`config.mk`:
```
export PLATFORM = sky130hd
export DESIGN_NAME = lzwd_stack
export DESIGN_NICKNAME = d
export VERILOG_FILES = /design/src/hdl/lzw_byte_stream_decoder_macros.svh /design/src/hdl/lzwd_pkg.sv /design/src/hdl/lzwd_stack.sv
export SDC_FILE = /design/constraint.sdc
export NUM_CORES = 1
export LEC_CHECK = 0
export ABC_AREA = 1
export BUFFER_PORTS_ARGS = -buffer_cell sky130_fd_sc_hd__buf_2
export CELL_PAD_IN_SITES_DETAIL_PLACEMENT = 0
export CELL_PAD_IN_SITES_GLOBAL_PLACEMENT = 2
export CORE_MARGIN = 10
export CORE_UTILIZATION = 35
export DETAILED_ROUTE_END_ITERATION = 10
export HOLD_SLACK_MARGIN = 0.05
export PLACE_DENSITY_LB_ADDON = 0.1
export SYNTH_ARGS = -nofsm -noshare
export SYNTH_HDL_FRONTEND = slang
export SYNTH_SLANG_ARGS = --single-unit
```
`constraint.sdc`:
```
create_clock -name clk -period 2.75 [get_ports clk]
set_clock_uncertainty 0.05 [all_clocks]
set_input_delay 0.55 -clock clk [delete_from_list [all_inputs] [get_ports clk]]
set_output_delay 0.55 -clock clk [all_outputs]
set_load 0.02 [all_outputs]
```
`src/hdl/lzw_byte_stream_decoder_macros.svh`:
```
// ----------------------------------------------------------------------------
// lzw byte stream decoder assertion macros
// shared property forms for the decoder checks
// ----------------------------------------------------------------------------
`ifndef LZW_BYTE_STREAM_DECODER_MACROS_SVH
`define LZW_BYTE_STREAM_DECODER_MACROS_SVH

// condition holds at every edge out of reset
`define LZWD_ASSERT_ALWAYS(label, cond, msg) \
	label: assert property (@(posedge clk) disable iff (!arst_n) (cond)) else $error(msg);

// consequence holds in the same cycle as the trigger
`define LZWD_ASSERT_IMPL(label, ante, cons, msg) \
	label: assert property (@(posedge clk) disable iff (!arst_n) (ante) |-> (cons)) \
		else $error(msg);

`endif

```
`src/hdl/lzwd_pkg.sv`:
```
// ----------------------------------------------------------------------------
// lzwd_pkg
// types and constants shared by the lzw decoder modules
// ----------------------------------------------------------------------------
`default_nettype none

package lzwd_pkg;

	localparam int DICT_ENTRIES = 4096;
	localparam int MAX_STRING   = 64;
	localparam int LIT_CODES    = 256;
	localparam int CODE_W       = $clog2(DICT_ENTRIES);
	localparam int NF_W         = CODE_W + 1;
	localparam int LEN_W        = $clog2(MAX_STRING + 1);
	localparam int SP_W         = $clog2(MAX_STRING);
	localparam int STREAM_W     = 16;

	typedef enum logic [1:0] {
		ST_OK        = 2'd0,
		ST_BAD_FIRST = 2'd1,
		ST_TRUNC     = 2'd2,
		ST_TOO_LONG  = 2'd3
	} status_t;

	typedef enum logic [2:0] {
		S_IDLE,
		S_RDPREV,
		S_RDCODE,
		S_DECIDE,
		S_WALK,
		S_EMIT_RD,
		S_EMIT_OUT,
		S_STATUS
	} state_t;

	typedef struct packed {
		logic [CODE_W-1:0] prefix;
		logic [7:0]        suffix;
		logic [7:0]        first;
		logic [LEN_W-1:0]  len;
	} entry_t;

endpackage

`default_nettype wire

```
`src/hdl/lzwd_stack.sv`:
```
// ----------------------------------------------------------------------------
// lzwd_stack
// string reversal buffer, one write and one registered read per cycle
// ----------------------------------------------------------------------------
`default_nettype none

module lzwd_stack (
	input  wire logic                    clk,
	input  wire logic                    we,
	input  wire logic [lzwd_pkg::SP_W-1:0] waddr,
	input  wire logic [7:0]              wdata,
	input  wire logic [lzwd_pkg::SP_W-1:0] raddr,
	output logic [7:0]                   rdata
);

	logic [7:0] mem [lzwd_pkg::MAX_STRING];

	always_ff @(posedge clk) begin
		if (we) begin
			mem[waddr] <= wdata;
		end
		rdata <= mem[raddr];
	end

endmodule

`default_nettype wire

```
### Word level (Yosys, flattened, before mapping)

Memories as Yosys holds them, arrays and structs flattened. A register that Yosys moved wholly into a read port is not among the register bits.
Index checks and enable logic that the tools add are counted.
W data, S select, Z words.

| cells by class | value |
|---|---|
| add/subtract/negate cells | 0 |
| multipliers | 0 |
| divide/modulo/power cells | 0 |
| order comparisons | 0 |
| bitwise gates (word level) | 0 |
| multiplexer cells | 2 |
| eq/ne operators | 0 |
| reductions and logical operators | 0 |
| shifts and indexed selects | 0 |

Operators with widths:

| kind | count |
|---|---|
| $mux W1 | 2 |

| storage, ports and cells | value |
|---|---|
| bits in read-only memories | 0 |
| word-level logic and storage cells | 3 |
| memory bits (writable) | 512 |
| memories kept | 1 |
| latch bits | 0 |
| output and inout bits | 8 |
| input port bits | 22 |
| flip-flop bits (word level) | 0 |

Memories:

| memory | words | width | rd ports | clocked after memory_dff | write ports | RTL line | RTL |
|---|---|---|---|---|---|---|---|
| mem | 64 | 8 | 1 | 1 | 1 | lzwd_stack.sv:16 | `logic [7:0] mem [lzwd_pkg::MAX_STRING];` |

### Depth between registers and ports, before layout

| logic depth | value |
|---|---|
| depth after elaboration | 2 |
| gate-level depth with buffers | 12 |
| gate-level depth less buffers | 9 |

### Worst setup path after synthesis

OpenSTA, ideal clock, no wires.

| timing | value |
|---|---|
| path kind | input -> register |
| start point | in we |
| end point | mem mem[48][0] (enable) |
| setup time | 0.395 ns |
| path buffers | 1 |
| required time | 2.305 ns |
| stages on the path | 3 |
| setup slack | 0.384 ns |
| arrival time | 1.921 ns |
| path through | clkbuf_1 nand4_1 nor4_1 |

| between the ends | value |
|---|---|
| word-level cells in the longest chain between the ends | 2 |

RTL lines:

| item | RTL line | RTL |
|---|---|---|
| start, declared | lzwd_stack.sv:9 | `input wire logic we,` |
| $mux W1 | lzwd_stack.sv:19 | `if (we) begin` |
| $mux W1 (not written as such) | lzwd_stack.sv:20 | `mem[waddr] <= wdata;` |
| end, declared | lzwd_stack.sv:16 |  |

No other way between the ends.

### Final worst setup path

| timing | value |
|---|---|
| start point | reg rdata[2] (read register of mem) |
| end point | out rdata[2] |

RTL lines:

| item | RTL line | RTL |
|---|---|---|
| start, declared | lzwd_stack.sv:13 | `output logic [7:0] rdata` |

No word-level cell between the ends.

==> metrics.md <==
| Metric | Value |
|---|---|
| Hold Vio Cnt, Final | `0` |
| Cell family with most CP delay | `flip-flops` |
| Power Dens Cells | `727 nW/um^2` |
| Area contributors post-synth | `edfxtp_1, nand2_1, nand3_1` |
| Initial Util | `between 30 and 40%` |
| Worst-Margin Slew | `~0.74 ns` |
| Inserted Diodes | `0` |
| Outcome | `finished, final reports clean` |
| Clock transition at path regs | `approximately 0.06 ns` |
| Placement Rows | `90` |
| Setup Fix Bufs, Post-CTS | `0` |
| DRC viols | `0` |
| Comb power frac | `6.3%` |
| Dpl hpwl | `between 30 and 40 mm` |
| Final setup violation count | `0` |
| Max_slew headroom | `about half` |
| Largest net degree at the start of global routing | `about 100` |
| Core area | `slightly above 60000 sq um` |
| Share of layout cells above drive strength 1 | `around an eighth` |
| Lkg Pwr | `9.07 nW` |
| Die height | `around 270 um` |
| Sequential power share | `around half` |
| Initial antenna violation count | `1` |
| Clk root buf | `clkbuf_16` |
| Die W | `approximately 270 um` |
| Drt first pass iters | `4` |
| Drt wl/cell | `about 23 um` |
| CTS sink cnt | `520` |
| #FFs+latches synth | `520` |
| P_sw | `approximately 4.1 mW` |
| Mapped Avg Cell Area | `around 12 sq um` |
| CTS H-Tree Depth | `2` |
| Kind of critical path | `reg2out` |
| Final instance area | `roughly 25000 sq um` |
| F_max | `0.546 GHz` |
| Synth cell types | `16` |
| Critical path fanouts, max | `1` |
| Number of cells on the critical path | `1` |
| Final min period | `1.83 ns` |
| R2R Path Start | `mem[31][4]` |
| Crit. End Element | `output pin` |
| Worst EP arrival | `1.23 ns` |
| Buffers & Inverters on Critical Path | `1` |
| RSZ-0062 raised after global routing | `no` |
| Startpoint types | `flip-flop` |
| Net count after synthesis | `~1.8k` |
| Hold-fix buffers at CTS | `0` |
| Required time of the worst setup path | `~2.2 ns` |
| Residual antenna-violating net count after detailed routing | `0` |
| Switching share of power | `approximately 22%` |
| Congestion Overflow GR | `0` |
| Fillcell total | `5783` |
| Post-synth top area share | `72.0%` |
| GPL Wtd Cong | `slightly below 0.8` |
| Max capacitance violation total | `0` |
| Post-layout nets | `1924` |
| Skew-Pair Late Insertion Delay | `around 0.61 ns` |
| Slowest cell delay on critical path | `~0.40 ns` |
| Io pins | `30` |
| GRT Total Usage | `between 10% and 20%` |
| VDD IR-drop max | `approximately 470 uV` |
| CP max stage cell | `dfxtp_1` |
| Fin. max-slew vios | `0` |
| Synthesized area | `between 20000 and 25000 sq um` |
| Cells on worst reg2reg path | `8` |
| Final Cycle Share | `between 60% and 70%` |
| Synthesis Warnings | `0` |
| Critical-path cell list | `buf_2` |
| Maximum clock path buffer count | `3` |
| Hold depth | `3` |
| First-pass GRT wire length | `94.2 mm` |
| Vias in the first global route | `between 10k and 15k` |
| Clock Power Share | `45.0%` |
| Min-delay src | `raddr[5]` |
| Sequential fraction of the synthesis area | `a little over 70%` |
| Synth area leader | `edfxtp_1` |
| DR vias | `about 14k` |
| Post-Syn Instances | `1805` |
| Number of buffers created by CTS | `just under 60` |
| Placed Area | `about 23000 sq um` |
| Total Wirelength | `about 63 mm` |
| # port buffers | `29` |
| Design internal power | `14.0 mW` |
| Hold Path Class | `in2reg` |
| Drt via density | `5.02` |
| Initial DRC count | `953` |
| Full die area | `roughly 70000 sq um` |
| Cts repair resizes | `0` |
| Area Growth Syn to Fin | `16.6%` |
| CTS tree | `done` |
| Setup TNS | `0 ns` |
| Crit. Startpoint | `rdata[2]` |
==> cells by family after synthesis <==
family | after synthesis | synth area share (%)
buffers and inverters | 125 | 4.02
DFF | 520 | 72.8
and+or+nand+nor | 1160 | 23.2
==> Yosys cell counts, drive strengths merged <==
cell and n:
nor4 8, edfxtp 512, buf 98, nor2 56, nand2 648, nand4 9, clkbuf 15, dfxtp 8
nand3 439, inv 12
==> layout by cell type (no fill, tap or decap), types with 8 or more instances in the layout <==
cell type	netlist	routed
buf_12	0	23
buf_2	37	27
buf_4	14	98
bufinv_16	0	10
clkbuf_16	0	61
clkinv_1	0	15
clkinv_2	0	12
dfxtp_1	8	8
edfxtp_1	512	512
inv_1	10	9
nand2_1	648	648
nand3_1	439	439
nand4_1	9	9
nor2_1	56	56
==> power groups by stage <==
stage | Sequential, mW | Clock (mW) | Combinational, mW
6_report | 8.80 | 8.15 | 1.14
4_1_cts | 8.80 | 8.36 | 1.18
5_1_grt | 8.80 | 8.68 | 1.26
3_5_place_dp | 8.97 | 0 | 1.17
3_3_place_gp | 8.97 | 0 | 1.18
2_1_floorplan | 8.97 | 0 | 0.616
==> state kept, by name, summed over array words and instances, names as in the netlist <==
register	flops
rdata	8
mem	512
==> layout make-up <==
class / count / area (sq um) / share of cell area [%]
Sequential cell: 520 / 15500 / 62.4
Multi-Input combinational cell: 1160 / 4960 / 19.9
Clock buffer: 68 / 1550 / 6.24
Timing Repair Buffer: 149 / 1350 / 5.41
Tap cell: 782 / 978 / 3.93
Clock inverter: 42 / 457 / 1.84
Inverter: 12 / 55.1 / 0.221
==> metrics by stage <==
stage	std cells	hold slack (ns)	setup slack (ns)	power [mW]	utilization (%)
after global placement	2623	0.768	0.348	10.1	37.9
after floorplan	1805	0.599	0.384	9.59	-
final	2733	0.305	0.918	18.1	41.2
after global routing	2733	0.308	0.865	18.7	41.2
after detailed placement	2623	0.763	0.319	10.1	37.9
after CTS	2733	0.267	0.854	18.3	41.2
==> path summary, 6_finish.rpt <==
path	endpoint	slack [ns]
worst max-delay path	rdata[2]	0.92
worst min-delay path	rdata[3]	0.31
worst min register to register	rdata[5]	0.78
worst max register to register	rdata[4]	1.30
==> routing by layer <==
| metal | up-vias | track usage, % | part of all wire [%] |
|---|---|---|---|
| met1 | 6781 | 24.5 | 46 |
| li1 | 6555 | - | - |
| met5 | - | 0 | 0 |
| met2 | 301 | 29.4 | 48 |
| met4 | 0 | 5.37 | 2.4 |
| met3 | 80 | 2.16 | 3.8 |
Power figures use the tool's default switching activity.
